File: config.mk
export PLATFORM = sky130hd
export DESIGN_NAME = calendar_to_epoch_seconds_core
export DESIGN_NICKNAME = d
export VERILOG_FILES = /design/src/rtl/core/c2es_pkg.sv /design/src/rtl/core/c2es_decode.sv /design/src/rtl/core/calendar_to_epoch_seconds_core.sv
export VERILOG_INCLUDE_DIRS = /design/src /design/src/rtl/core
export SDC_FILE = /design/constraint.sdc
export NUM_CORES = 1
export LEC_CHECK = 0
export BUFFER_PORTS_ARGS = -buffer_cell sky130_fd_sc_hd__buf_2
export CAP_MARGIN = 0
export CORE_MARGIN = 4
export CORE_UTILIZATION = 30
export DETAILED_ROUTE_END_ITERATION = 12
export GPL_ROUTABILITY_DRIVEN = 0
export GPL_TIMING_DRIVEN = 0
export SYNTH_ARGS = -nofsm -noshare
export SYNTH_HDL_FRONTEND = slang
export SYNTH_HIERARCHICAL = 1
export SYNTH_SLANG_ARGS = --single-unit
File: constraint.sdc
create_clock -name clock -period 12.1 [get_ports clock]
set_clock_uncertainty 0.15 [all_clocks]
set_input_delay 1.21 -clock clock [delete_from_list [all_inputs] [get_ports clock]]
set_output_delay 1.21 -clock clock [all_outputs]
set_load 0.05 [all_outputs]
File: src/rtl/core/calendar_to_epoch_seconds_core_assert.svh
// Assertion macros shared by the calendar conversion core.
// Needs the clock and reset signals of the module that includes it.
`ifndef CALENDAR_TO_EPOCH_SECONDS_CORE_ASSERT_SVH
`define CALENDAR_TO_EPOCH_SECONDS_CORE_ASSERT_SVH

// Consequent must hold in the same cycle as the antecedent.
`define C2ES_ASSERT_SAME(lbl, ante, cons) \
   lbl: assert property (@(posedge clock) disable iff (reset) (ante) |-> (cons)) \
      else $error("c2es: same-cycle check failed");

// Consequent must hold in the cycle after the antecedent.
`define C2ES_ASSERT_NEXT(lbl, ante, cons) \
   lbl: assert property (@(posedge clock) disable iff (reset) (ante) |=> (cons)) \
      else $error("c2es: next-cycle check failed");

`endif

File: src/rtl/core/c2es_pkg.sv
// Package for the calendar to epoch seconds core: widths, the decoded date structure
// and the days-before-month table. No dependencies.
package c2es_pkg;

   localparam int unsigned REQ_W  = 40;
   localparam int unsigned RSP_W  = 40;
   localparam int unsigned YEAR_W = 8;
   localparam int unsigned DAY_W  = 17;
   localparam int unsigned HOUR_W = 22;
   localparam int unsigned MIN_W  = 28;
   localparam int unsigned SEC_W  = 33;

   localparam logic [YEAR_W-1:0] EPOCH_YEAR = 8'd70;

   typedef struct packed {
      logic              ok;
      logic [YEAR_W-1:0] year;
      logic              leap_add;
      logic [8:0]        month_days;
      logic [4:0]        day_ofs;
      logic [4:0]        hour;
      logic [5:0]        minute;
      logic [5:0]        second;
   } c2es_date_type;

   function automatic logic [8:0] month_days_before(input logic [3:0] month);
      logic [8:0] d;
      case (month)
         4'd1:    d = 9'd0;
         4'd2:    d = 9'd31;
         4'd3:    d = 9'd59;
         4'd4:    d = 9'd90;
         4'd5:    d = 9'd120;
         4'd6:    d = 9'd151;
         4'd7:    d = 9'd181;
         4'd8:    d = 9'd212;
         4'd9:    d = 9'd243;
         4'd10:   d = 9'd273;
         4'd11:   d = 9'd304;
         4'd12:   d = 9'd334;
         default: d = 9'd0;
      endcase
      return d;
   endfunction

endpackage

File: src/rtl/core/c2es_decode.sv
// Field checks, hour-24 rollover, year selection and month lookup for one word.
// Depends on c2es_pkg.
module c2es_decode
   import c2es_pkg::*;
(
   input  logic [8:0]        year_raw,
   input  logic [3:0]        month,
   input  logic [5:0]        day,
   input  logic [4:0]        hour,
   input  logic [5:0]        minute,
   input  logic [5:0]        second,
   input  logic [YEAR_W-1:0] current_year,
   output c2es_date_type     date
);

   logic       month_ok;
   logic       day_ok;
   logic       roll;
   logic [4:0] hour_n;

   always_comb begin
      month_ok = month inside {[4'd1:4'd12]};
      day_ok   = day inside {[6'd1:6'd31]};
      roll     = (hour == 5'd24);
      hour_n   = roll ? 5'd0 : hour;

      date.ok         = month_ok && day_ok && (minute <= 6'd59) && (hour_n <= 5'd23);
      date.year       = year_raw[8] ? current_year : year_raw[YEAR_W-1:0];
      date.leap_add   = (date.year[1:0] == 2'd0) && (month >= 4'd3);
      date.month_days = month_days_before(month);
      // After a rollover the day goes up by one, so its offset is the day itself.
      date.day_ofs    = roll ? day[4:0] : day[4:0] - 5'd1;
      date.hour       = hour_n;
      date.minute     = minute;
      date.second     = second;
   end

endmodule

File: src/rtl/core/calendar_to_epoch_seconds_core.sv
// An accepted req word passes the six stages s1 to s5 and the rsp register to rsp_tvalid;
// one word per cycle while the rsp side does not stall, each stage holding one word.
// Every stage moves on when the stage after it is empty or moving, so a stalled
// rsp side still lets words fill the empty stages behind it.
// Reset empties the pipeline and sets current_year to 70; no clearing pass.
`include "calendar_to_epoch_seconds_core_assert.svh"

module calendar_to_epoch_seconds_core
   import c2es_pkg::*;
(
   input  logic             clock,
   input  logic             reset,
   input  logic             req_tvalid,
   output logic             req_tready,
   // year_since_1900[8:0], month[12:9], day[18:13], hour[23:19],
   // minute[29:24], second[35:30], zero fill up to bit 39
   input  logic [REQ_W-1:0] req_tdata,
   output logic             rsp_tvalid,
   input  logic             rsp_tready,
   // epoch_seconds[32:0], zero fill up to bit 39
   output logic [RSP_W-1:0] rsp_tdata,
   input  logic             csr_valid,
   output logic             csr_ready,
   input  logic [7:0]       csr_data
);

   logic [YEAR_W-1:0] cur_year_ff;
   c2es_date_type     date;

   logic v1_ff, v2_ff, v3_ff, v4_ff, v5_ff, v6_ff;
   logic rdy1, rdy2, rdy3, rdy4, rdy5, rdy6;

   c2es_date_type     s1_ff;

   logic              s2_ok_ff;
   logic [DAY_W-1:0]  s2_year_days_ff;
   logic [8:0]        s2_month_days_ff;
   logic              s2_leap_ff;
   logic [4:0]        s2_day_ofs_ff;
   logic [4:0]        s2_hour_ff;
   logic [5:0]        s2_minute_ff;
   logic [5:0]        s2_second_ff;

   logic              s3_ok_ff;
   logic [DAY_W-1:0]  s3_days_ff;
   logic [4:0]        s3_hour_ff;
   logic [5:0]        s3_minute_ff;
   logic [5:0]        s3_second_ff;

   logic              s4_ok_ff;
   logic [HOUR_W-1:0] s4_hours_ff;
   logic [5:0]        s4_minute_ff;
   logic [5:0]        s4_second_ff;

   logic              s5_ok_ff;
   logic [MIN_W-1:0]  s5_mins_ff;
   logic [5:0]        s5_second_ff;

   logic [SEC_W-1:0]  rsp_data_ff;

   logic [DAY_W-1:0]  year_days_in;
   logic [6:0]        leap_count;
   logic [DAY_W-1:0]  days_in;
   logic [HOUR_W-1:0] hours_in;
   logic [MIN_W-1:0]  mins_in;
   logic [SEC_W-1:0]  secs_in;

   assign csr_ready = 1'b1;

   always_ff @(posedge clock) begin
      if (reset) begin
         cur_year_ff <= EPOCH_YEAR;
      end else if (csr_valid && csr_ready) begin
         cur_year_ff <= csr_data;
      end
   end

   c2es_decode u_decode (
      .year_raw     (req_tdata[8:0]),
      .month        (req_tdata[12:9]),
      .day          (req_tdata[18:13]),
      .hour         (req_tdata[23:19]),
      .minute       (req_tdata[29:24]),
      .second       (req_tdata[35:30]),
      .current_year (cur_year_ff),
      .date         (date)
   );

   assign rdy6       = !v6_ff || rsp_tready;
   assign rdy5       = !v5_ff || rdy6;
   assign rdy4       = !v4_ff || rdy5;
   assign rdy3       = !v3_ff || rdy4;
   assign rdy2       = !v2_ff || rdy3;
   assign rdy1       = !v1_ff || rdy2;
   assign req_tready = rdy1;

   always_comb begin
      // Years divisible by four from 1972 up to the year before: (year + 3) / 4 - 18.
      leap_count = 7'(({1'b0, s1_ff.year} + 9'd3) >> 2) - 7'd18;
      if (s1_ff.year > EPOCH_YEAR) begin
         year_days_in = DAY_W'(s1_ff.year - EPOCH_YEAR) * DAY_W'(365)
                        + DAY_W'(leap_count);
      end else begin
         year_days_in = '0;
      end
      days_in  = s2_year_days_ff + DAY_W'(s2_month_days_ff) + DAY_W'(s2_leap_ff)
                 + DAY_W'(s2_day_ofs_ff);
      hours_in = HOUR_W'(s3_days_ff) * HOUR_W'(24) + HOUR_W'(s3_hour_ff);
      mins_in  = MIN_W'(s4_hours_ff) * MIN_W'(60) + MIN_W'(s4_minute_ff);
      secs_in  = SEC_W'(s5_mins_ff) * SEC_W'(60) + SEC_W'(s5_second_ff);
   end

   always_ff @(posedge clock) begin
      if (reset) begin
         v1_ff <= 1'b0;
         v2_ff <= 1'b0;
         v3_ff <= 1'b0;
         v4_ff <= 1'b0;
         v5_ff <= 1'b0;
         v6_ff <= 1'b0;
      end else begin
         if (rdy1) v1_ff <= req_tvalid;
         if (rdy2) v2_ff <= v1_ff;
         if (rdy3) v3_ff <= v2_ff;
         if (rdy4) v4_ff <= v3_ff;
         if (rdy5) v5_ff <= v4_ff;
         if (rdy6) v6_ff <= v5_ff;
      end
   end

   always_ff @(posedge clock) begin
      if (rdy1) begin
         s1_ff <= date;
      end
      if (rdy2) begin
         s2_ok_ff         <= s1_ff.ok;
         s2_year_days_ff  <= year_days_in;
         s2_month_days_ff <= s1_ff.month_days;
         s2_leap_ff       <= s1_ff.leap_add;
         s2_day_ofs_ff    <= s1_ff.day_ofs;
         s2_hour_ff       <= s1_ff.hour;
         s2_minute_ff     <= s1_ff.minute;
         s2_second_ff     <= s1_ff.second;
      end
      if (rdy3) begin
         s3_ok_ff     <= s2_ok_ff;
         s3_days_ff   <= days_in;
         s3_hour_ff   <= s2_hour_ff;
         s3_minute_ff <= s2_minute_ff;
         s3_second_ff <= s2_second_ff;
      end
      if (rdy4) begin
         s4_ok_ff     <= s3_ok_ff;
         s4_hours_ff  <= hours_in;
         s4_minute_ff <= s3_minute_ff;
         s4_second_ff <= s3_second_ff;
      end
      if (rdy5) begin
         s5_ok_ff     <= s4_ok_ff;
         s5_mins_ff   <= mins_in;
         s5_second_ff <= s4_second_ff;
      end
      if (rdy6) begin
         rsp_data_ff <= s5_ok_ff ? secs_in : '0;
      end
   end

   assign rsp_tvalid = v6_ff;
   assign rsp_tdata  = RSP_W'(rsp_data_ff);

   `C2ES_ASSERT_SAME(a_ready_chain, rsp_tready, req_tready)
   `C2ES_ASSERT_NEXT(a_accept_fills, req_tvalid && req_tready, v1_ff)
   `C2ES_ASSERT_NEXT(a_mid_stall_holds, v3_ff && !rdy4, v3_ff && $stable(s3_days_ff))
   `C2ES_ASSERT_NEXT(a_drain_empties, rsp_tvalid && rsp_tready && !v5_ff, !rsp_tvalid)

endmodule

==> qor.csv, run 1 <==
metric,value,unit
crit path cell chain,or3_1 > o21ai_0 > xor2_1 > fa_1 > ha_1 > fa_1 > fa_1 > ha_1 > ha_1 > and3_1 > a21oi_1 > o21ai_1 > o41ai_1 > o21ai_1 > and3_1 > or3_1,
Post-Synthesis Cells,1709,
RSZ-0062 raised after global routing,false,
worst-path maximum fanout,6,
setup TNS,0,ns
Pre-antenna DRT Iters,5,
WL per Instance,12.3,um
Sink Count,243,
Vias/cell,4.53,
GR Util All Layers,9.83,%
initial antenna violation count,0,
initial core utilization,30.5,%
# diodes,0,
max_cap viols,0,
fin crit period,6.22,ns
PostCTS Resize Cnt,0,
Synth top area share,36.3,%
final period utilization,51.4,%
root buffer cell,clkbuf_16,
CTS Buf Count,27,
Slew @ Worst Pin,1.24,ns
reg2reg path depth,16,
"Slowest-stage cell, CP",fa_1,
Post-synth EDFFs,229,
NumNets Final,2174,
global-route wire length before repair,57500,um
CTS tree,built,
Final Slew Violations,0,
initial DRC count,543,
post-route setup slack,5.88,ns
Ys Warns,6,
cts hold-fix bufs,0,
"top cells by area, synth","edfxtp_1, fa_1, ha_1, inv_1, xnor2_1",
"Seq/Total Area, Yosys",37.8,%
share of cells above drive strength 1,9.99,%
Worst-Skew Late Latency,0.58,ns
Die H,259,um
pin count of the biggest net entering global routing,36,
post-synth cell types,94,
WL final,33000,um
Fmax,0.161,GHz
"CP delay by family, top",adder cells,
Port-buffer cells,73,
Mapped Area,0.0189,mm^2
Crit path buffers/inverters,0,
post-placement setup slack,5.89,ns
Max transition margin,17.5,%
critical path arrival,6.36,ns
Hold/Removal Path Class,flip-flop to flip-flop,
"commonest non-fill, non-tap cell in the layout",edfxtp_1,
number of H-tree levels,1,
die width,259,um
# IOs,96,
kind of start point of the critical path,flip-flop,
status,"complete, no violations",
critical path's largest stage delay,0.53,ns
final-report setup violation count,0,
Mean Syn Cell Area,11.1,um^2
Synth area leader,edfxtp_1,
Crit. End Element,flip-flop,
Overflow after GRT,0,
DRC Markers,0,
Longest Clk Path Bufs,3,
critical path class,flip-flop to flip-flop,
clk slew on worst S/H paths,0.06,ns
#FFs+latches synth,243,
"commonest non-fill, non-tap cells in the layout","edfxtp_1, inv_1, ha_1, fa_1, nor2_1",
Worst path depth,16,
routed via count,12100,
num rows,91,
Hold Fails Final Rpt,0,
number of global-route vias before repair,12500,
CP Data Required Time,12.25,ns
die area,0.0672,mm^2
synth-to-layout area growth,13.0,%
area of the core,0.0621,mm^2
HPWL Detailed,26800,um
post-CTS setup buffers,0,
dominant synthesized flop cell,edfxtp_1,
Async SR Flop Fraction,0,%
Detail Route Antenna Nets,0,
Hold Crit Depth,0,
flip-flops by register name, indices dropped and copies added (netlist names), 5 cells and up:
| signal | cells |
|---|---|
| s2_day_ofs_ff | 5 |
| s3_second_ff | 6 |
| cur_year_ff | 8 |
| s2_month_days_ff | 9 |
| s2_minute_ff | 6 |
| s5_second_ff | 6 |
| s5_mins_ff | 28 |
| s4_minute_ff | 6 |
| s1_ff | 41 |
| rsp_data_ff | 33 |
| s3_hour_ff | 5 |
| s2_hour_ff | 5 |
| s4_second_ff | 6 |
| s4_hours_ff | 22 |
| s3_minute_ff | 6 |
| s2_year_days_ff | 17 |
| s2_second_ff | 6 |
| s3_days_ff | 17 |
area by class of cell:
class                   count  area [um^2]
clock inverters            17          244
flip-flops and latches    243         7160
clock buffers              33          718
plain buffers              52          280
inverters                 208          781
fillers                  6162        40700
well taps                 837         1050
repair buffers             76          415
multi-input cells        1212        10800
worst reg2reg max path, delay by kind of cell (launching register included):
kind / cells / cell delay, ns
xor gates and xnor gates: 1 / 0.43
adders and majority gates: 6 / 2.55
and+or+nand+nor: 4 / 1.18
DFF: 1 / 0.48
AOI/OAI and AO/OA: 5 / 1.15
synth_stat cells, types with 33 or more instances:
| master | instances |
|---|---|
| inv_1 | 206 |
| xnor2_1 | 85 |
| nand3_1 | 37 |
| nor2_1 | 106 |
| nand2_1 | 72 |
| edfxtp_1 | 229 |
| o21ai_0 | 42 |
| nor3_1 | 33 |
| ha_1 | 171 |
| xor2_1 | 56 |
| a21oi_1 | 87 |
| fa_1 | 130 |
layer usage:
metal  global-route usage [%]  vias to the layer above  wire, um
met5                        0                        -         0
met4                     2.56                        0       921
met3                     1.72                       58      1150
met2                     17.2                      166     15900
met1                     12.6                     5658     15000
li1                         -                     6244         -
path summary, 6_finish.rpt:
kind | startpoint | endpoint | slack [ns]
setup / recovery | s1_ff[37]$_DFFE_PP_ | s2_year_days_ff[16]$_SDFFCE_PP0P_ | 5.88
hold reg to reg | s2_hour_ff[3]$_DFFE_PP_ | s3_hour_ff[3]$_DFFE_PP_ | 0.24
setup reg to reg | s1_ff[37]$_DFFE_PP_ | s2_year_days_ff[16]$_SDFFCE_PP0P_ | 5.88
hold / removal | s2_hour_ff[3]$_DFFE_PP_ | s3_hour_ff[3]$_DFFE_PP_ | 0.24
stage by stage:
stage                     area, um^2  util [%]  hold slack, ns  instances
after floorplan                19000         -           0.250       1715
after global routing           21400      34.5           0.272       2678
final                          21400      34.5           0.243       2678
after CTS                      21400      34.5           0.244       2678
after detailed placement       20400      32.9           0.255       2628
after global placement         20400      32.8           0.254       2625
cell families after synthesis:
| logic type | share of synthesized area [%] |
|---|---|
| and+or+nand+nor | 11.8 |
| AOI/OAI and AO/OA | 11.5 |
| adders and majority gates | 25.0 |
| buffers and inverters | 5.60 |
| DFF | 37.8 |
| xor gates and xnor gates | 6.73 |
| muxes | 1.55 |
| other | 0.0397 |
Power of run 1 is not shown: default switching activity piles up to over one toggle a cycle in this logic, so the estimate is an artifact.
==> run 2: changes to the inputs <==
==> constraint.sdc (replaced) <==
create_clock -name clock -period 6.3 [get_ports clock]
set_clock_uncertainty 0.15 [all_clocks]
set_input_delay 0.63 -clock clock [delete_from_list [all_inputs] [get_ports clock]]
set_output_delay 0.63 -clock clock [all_outputs]
set_load 0.05 [all_outputs]
==> qor.csv, run 2 (synthesis results as in run 1) <==
metric,value,unit,change
crit path cell chain,or3_1 > o21ai_1 > ha_1 > inv_1 > fa_1 > inv_1 > ha_1 > fa_1 > inv_1 > fa_1 > inv_1 > ha_1 > a21oi_1 > o21bai_1 > a41o_1 > o41a_1 > a311o_1 > xnor2_1 > nor2_1,,
global-route wire length before repair,57500,um,unchanged
Final Util,34.5,%,+0.048 points
DRC Markers,0,,unchanged
Placed Area,0.0204,mm^2,unchanged
Port-buffer cells,73,,unchanged
Final Slew Violations,0,,unchanged
num rows,91,,unchanged
Critical Path Sink,s2_year_days_ff[15]$_SDFFCE_PP0P_,,
worst-path maximum fanout,6,,unchanged
RR Startpoint,s1_ff[37]$_DFFE_PP_,,
biggest regs,"s1_ff x41, rsp_data_ff x33, s5_mins_ff x28",,
status,"complete, no violations",,
pin count of the biggest net entering global routing,36,,unchanged
HPWL Detailed,26800,um,unchanged
Hold Fails Final Rpt,0,,unchanged
"CP delay by family, top",adder cells,,
max FFs per register,41,,unchanged
CTS Buf Count,27,,unchanged
NumNets Final,2176,,+0.092%
Worst path depth,19,,+3
critical path class,flip-flop to flip-flop,,
clk slew on worst S/H paths,0.06,ns,about the same
Sink Count,243,,unchanged
Vias/cell,4.53,,+0.14%
critical path's largest stage delay,0.54,ns,about the same
initial core utilization,30.5,%,unchanged
Worst-Skew Late Latency,0.58,ns,about the same
WL per Instance,12.3,um,about the same
Detail Route Antenna Nets,0,,unchanged
Overflow after GRT,0,,unchanged
area of the core,0.0621,mm^2,unchanged
# IOs,96,,unchanged
initial antenna violation count,0,,unchanged
number of global-route vias before repair,12500,,unchanged
setup TNS,0,ns,unchanged
GR Util All Layers,9.83,%,unchanged
Worst R2R Setup Slack,0.34,ns,-5.54 ns
Fmax,0.168,GHz,+4.4%
root buffer cell,clkbuf_16,,
# diodes,0,,unchanged
final period utilization,94.6,%,+43 points
die width,259,um,unchanged
Crit path top cell by count,inv_1,,
"Slowest-stage cell, CP",fa_1,,
Slew @ Worst Pin,1.24,ns,unchanged
Die H,259,um,unchanged
Max transition margin,17.5,%,unchanged
final-report setup violation count,0,,unchanged
Hold/Removal Path Class,input port to flip-flop,,
number of H-tree levels,1,,unchanged
WL final,33100,um,+0.14%
worst-case hold slack,0.0971,ns,-0.146 ns
reg2reg path depth,19,,+3
share of cells above drive strength 1,10.2,%,+0.21 points
Longest Clk Path Bufs,3,,unchanged
"commonest non-fill, non-tap cells in the layout","edfxtp_1, inv_1, ha_1, fa_1, nor2_1",,
CTS tree,built,,
fin area,0.0214,mm^2,+0.14%
fin crit period,5.96,ns,-0.260 ns
FILL cells,6158,,-0.065%
Pre-antenna DRT Iters,4,,-1
RSZ-0062 raised after global routing,false,,
worst flop-to-flop path endpoint,s2_year_days_ff[15]$_SDFFCE_PP0P_,,
kind of start point of the critical path,flip-flop,,
Critical Path Start,s1_ff[37]$_DFFE_PP_,,
initial DRC count,545,,+0.37%
critical path arrival,6.10,ns,-0.26 ns
Crit. End Element,flip-flop,,
routed via count,12200,,+0.21%
max_cap viols,0,,unchanged
"commonest non-fill, non-tap cell in the layout",edfxtp_1,,
die area,0.0672,mm^2,unchanged
Crit path buffers/inverters,4,,+4
synth-to-layout area growth,13.1,%,
Reg with most FFs,s1_ff,,
CP Data Required Time,6.44,ns,-5.81 ns
run 2: cell types whose count changed in the layout (fill, tap and decap cells not counted):
cell / before / now
buf_4: 20 / 22
o21ai_0: 42 / 41
o21ai_1: 13 / 14
o41ai_1: 4 / 3
o41ai_2: 0 / 1
xor2_1: 56 / 55
xor2_2: 0 / 1
run 2: cell type report:
class,count,area (um^2),area share (%)
inverter,208,781,3.64
multi-input combinational,1212,10800,50.3
tap,837,1050,4.89
sequential,243,7160,33.4
buffer,52,280,1.31
clock buffer,33,718,3.35
timing repair buffer,78,430,2.01
clock inverter,17,244,1.14
run 2: routing by layer:
metal	up-vias	GRT usage, %	part of all wire, %
met2	182	17.2	48
li1	6244	-	-
met1	5666	12.6	46
met4	0	2.56	2.9
met3	60	1.72	3.5
met5	-	0	0
run 2: how the worst min path moves through the flow:
stage / endpoint / from / cells past startpoint / slack (ns)
floorplan: s2_day_ofs_ff[0]$_DFFE_PP_ / s1_ff[17]$_DFFE_PP_ / 0 / 0.25
global placement: s2_second_ff[2]$_DFFE_PP_ / s1_ff[2]$_DFFE_PP_ / 0 / 0.25
detailed placement: s3_hour_ff[3]$_DFFE_PP_ / s2_hour_ff[3]$_DFFE_PP_ / 0 / 0.25
CTS: s1_ff[3]$_DFFE_PP_ / req_tdata[33] / 1 / 0.06
global route: s1_ff[6]$_DFFE_PP_ / req_tdata[24] / 1 / 0.05
finish: s1_ff[1]$_DFFE_PP_ / req_tdata[31] / 1 / 0.1
run 2: per-stage QoR:
step | instances | setup WS (ns)
detailed placement | 2628 | 0.0912
global route | 2680 | 0.0173
finish | 2680 | 0.342
floorplan | 1715 | 0.592
global placement | 2625 | 0.147
CTS | 2678 | 0.0423
run 2: what timing repair did:
action / CTS / global route
endpoints found under the setup margin: 0 / 2
resized for setup: 0 / 3
setup buffers: 0 / 2
hold buffers: 0 / 0
run 2: worst reg2reg max path: stages (launching register included):
cell and delay [ns]:
edfxtp_1 0.48, or3_1 0.46, o21ai_1 0.32, ha_1 0.26, inv_1 0.11, fa_1 0.54
inv_1 0.04, ha_1 0.30, fa_1 0.54, inv_1 0.05, fa_1 0.52, inv_1 0.04
ha_1 0.32, a21oi_1 0.22, o21bai_1 0.12, a41o_1 0.29, o41a_1 0.35, a311o_1 0.38
xnor2_1 0.14, nor2_1 0.05
Power of run 2 is left out for the same reason.
==> run 3: changes to the inputs <==
--- a/config.mk
+++ b/config.mk
@@ -10,6 +10,7 @@
 export CAP_MARGIN = 0
 export CORE_MARGIN = 4
 export CORE_UTILIZATION = 30
+export CTS_BUF_LIST = sky130_fd_sc_hd__clkbuf_8 sky130_fd_sc_hd__clkbuf_16
 export DETAILED_ROUTE_END_ITERATION = 12
 export GPL_ROUTABILITY_DRIVEN = 0
 export GPL_TIMING_DRIVEN = 0
==> qor.csv, run 3 (synthesis results as in run 1) <==
metric,value,unit,change
WL per Instance,12.3,um,about the same
DRC Markers,0,,unchanged
worst-path maximum fanout,6,,unchanged
CTS tree,built,,
max FFs per register,41,,unchanged
synth-to-layout area growth,13.1,%,unchanged
# diodes,0,,unchanged
Sink Count,243,,unchanged
crit path cell chain,or3_1 > o21ai_1 > ha_1 > inv_1 > fa_1 > inv_1 > ha_1 > fa_1 > inv_1 > fa_1 > inv_1 > ha_1 > a21oi_1 > o21bai_1 > a41o_1 > o41a_1 > a311o_1 > xnor2_1 > nor2_1,,
GR Util All Layers,9.83,%,unchanged
root buffer cell,clkbuf_16,,
Longest Clk Path Bufs,3,,unchanged
"commonest non-fill, non-tap cell in the layout",edfxtp_1,,
Final Slew Violations,0,,unchanged
die width,259,um,unchanged
setup TNS,0,ns,unchanged
Die H,259,um,unchanged
pin count of the biggest net entering global routing,36,,unchanged
post-route setup slack,0.342,ns,unchanged
initial core utilization,30.5,%,unchanged
Hold/Removal Path Class,input port to flip-flop,,
fin crit period,5.96,ns,unchanged
routed via count,12200,,unchanged
area of the core,0.0621,mm^2,unchanged
status,"complete, no violations",,
WL final,33100,um,about the same
clk slew on worst S/H paths,0.06,ns,about the same
num rows,91,,unchanged
post-placement setup slack,0.0912,ns,unchanged
initial DRC count,545,,unchanged
FILL cells,6158,,unchanged
Detail Route Antenna Nets,0,,unchanged
CP Data Required Time,6.44,ns,about the same
final-report setup violation count,0,,unchanged
number of global-route vias before repair,12500,,unchanged
Overflow after GRT,0,,unchanged
number of H-tree levels,1,,unchanged
CTS Buf Count,27,,unchanged
die area,0.0672,mm^2,unchanged
Reg with most FFs,s1_ff,,
Worst R2R Setup Slack,0.34,ns,about the same
global-route wire length before repair,57500,um,unchanged
initial antenna violation count,0,,unchanged
Pre-antenna DRT Iters,4,,unchanged
Hold Fails Final Rpt,0,,unchanged
worst-case hold slack,0.0971,ns,-0.0000585 ns
critical path class,flip-flop to flip-flop,,
critical path's largest stage delay,0.54,ns,about the same
"Slowest-stage cell, CP",fa_1,,
Worst-Skew Late Latency,0.58,ns,about the same
Crit. End Element,flip-flop,,
"commonest non-fill, non-tap cells in the layout","edfxtp_1, inv_1, ha_1, fa_1, nor2_1",,
Max transition margin,17.5,%,unchanged
NumNets Final,2176,,unchanged
kind of start point of the critical path,flip-flop,,
HPWL Detailed,26800,um,unchanged
Crit path buffers/inverters,4,,unchanged
"CP delay by family, top",adder cells,,
biggest regs,"s1_ff x41, rsp_data_ff x33, s5_mins_ff x28",,
# IOs,96,,unchanged
Vias/cell,4.53,,unchanged
Crit path top cell by count,inv_1,,
critical path arrival,6.10,ns,about the same
max_cap viols,0,,unchanged
share of cells above drive strength 1,10.2,%,unchanged
RSZ-0062 raised after global routing,false,,
Port-buffer cells,73,,unchanged
Slew @ Worst Pin,1.24,ns,unchanged
Fmax,0.168,GHz,unchanged
final period utilization,94.6,%,unchanged
-- run 3: changes by cell type in the layout (fill, tap and decap cells not counted) --
cell and change:
inv_1 +4, clkbuf_1 -4
-- run 3: final timing paths --
kind                                       endpoint  cells after the start               startpoint
hold reg to reg             s3_hour_ff[3]$_DFFE_PP_                      0  s2_hour_ff[3]$_DFFE_PP_
setup reg to reg  s2_year_days_ff[15]$_SDFFCE_PP0P_                     19      s1_ff[37]$_DFFE_PP_
setup / recovery  s2_year_days_ff[15]$_SDFFCE_PP0P_                     19      s1_ff[37]$_DFFE_PP_
hold / removal                   s1_ff[1]$_DFFE_PP_                      1            req_tdata[31]
-- run 3: layout make-up --
cell class,count,area [um^2],area share (%)
clock buffers,29,703,3.28
flip-flops and latches,243,7160,33.4
inverters,208,781,3.64
repair buffers,78,430,2.01
clock inverters,21,259,1.21
plain buffers,52,280,1.31
multi-input cells,1212,10800,50.3
well taps,837,1050,4.89
-- run 3: through the flow --
| stage | std cells | utilization [%] | area (um^2) |
|---|---|---|---|
| 2_1_floorplan | 1715 | - | 19000 |
| 3_3_place_gp | 2625 | 32.8 | 20400 |
| 3_5_place_dp | 2628 | 32.9 | 20400 |
| 4_1_cts | 2678 | 34.5 | 21400 |
| 5_1_grt | 2680 | 34.5 | 21400 |
| 6_report | 2680 | 34.5 | 21400 |
-- run 3: repair_timing --
action	4_1_cts	5_1_grt
hold buffers	0	0
gates resized for setup	0	3
setup endpoints to repair	0	2
buffers inserted	0	2
-- run 3: routing by layer --
layer | up-vias | track usage [%] | share of wire (%)
met4 | 0 | 2.56 | 2.9
met3 | 60 | 1.72 | 3.5
met1 | 5666 | 12.6 | 46
met5 | - | 0 | 0
li1 | 6244 | - | -
met2 | 182 | 17.2 | 48
Power of run 3 is left out for the same reason.
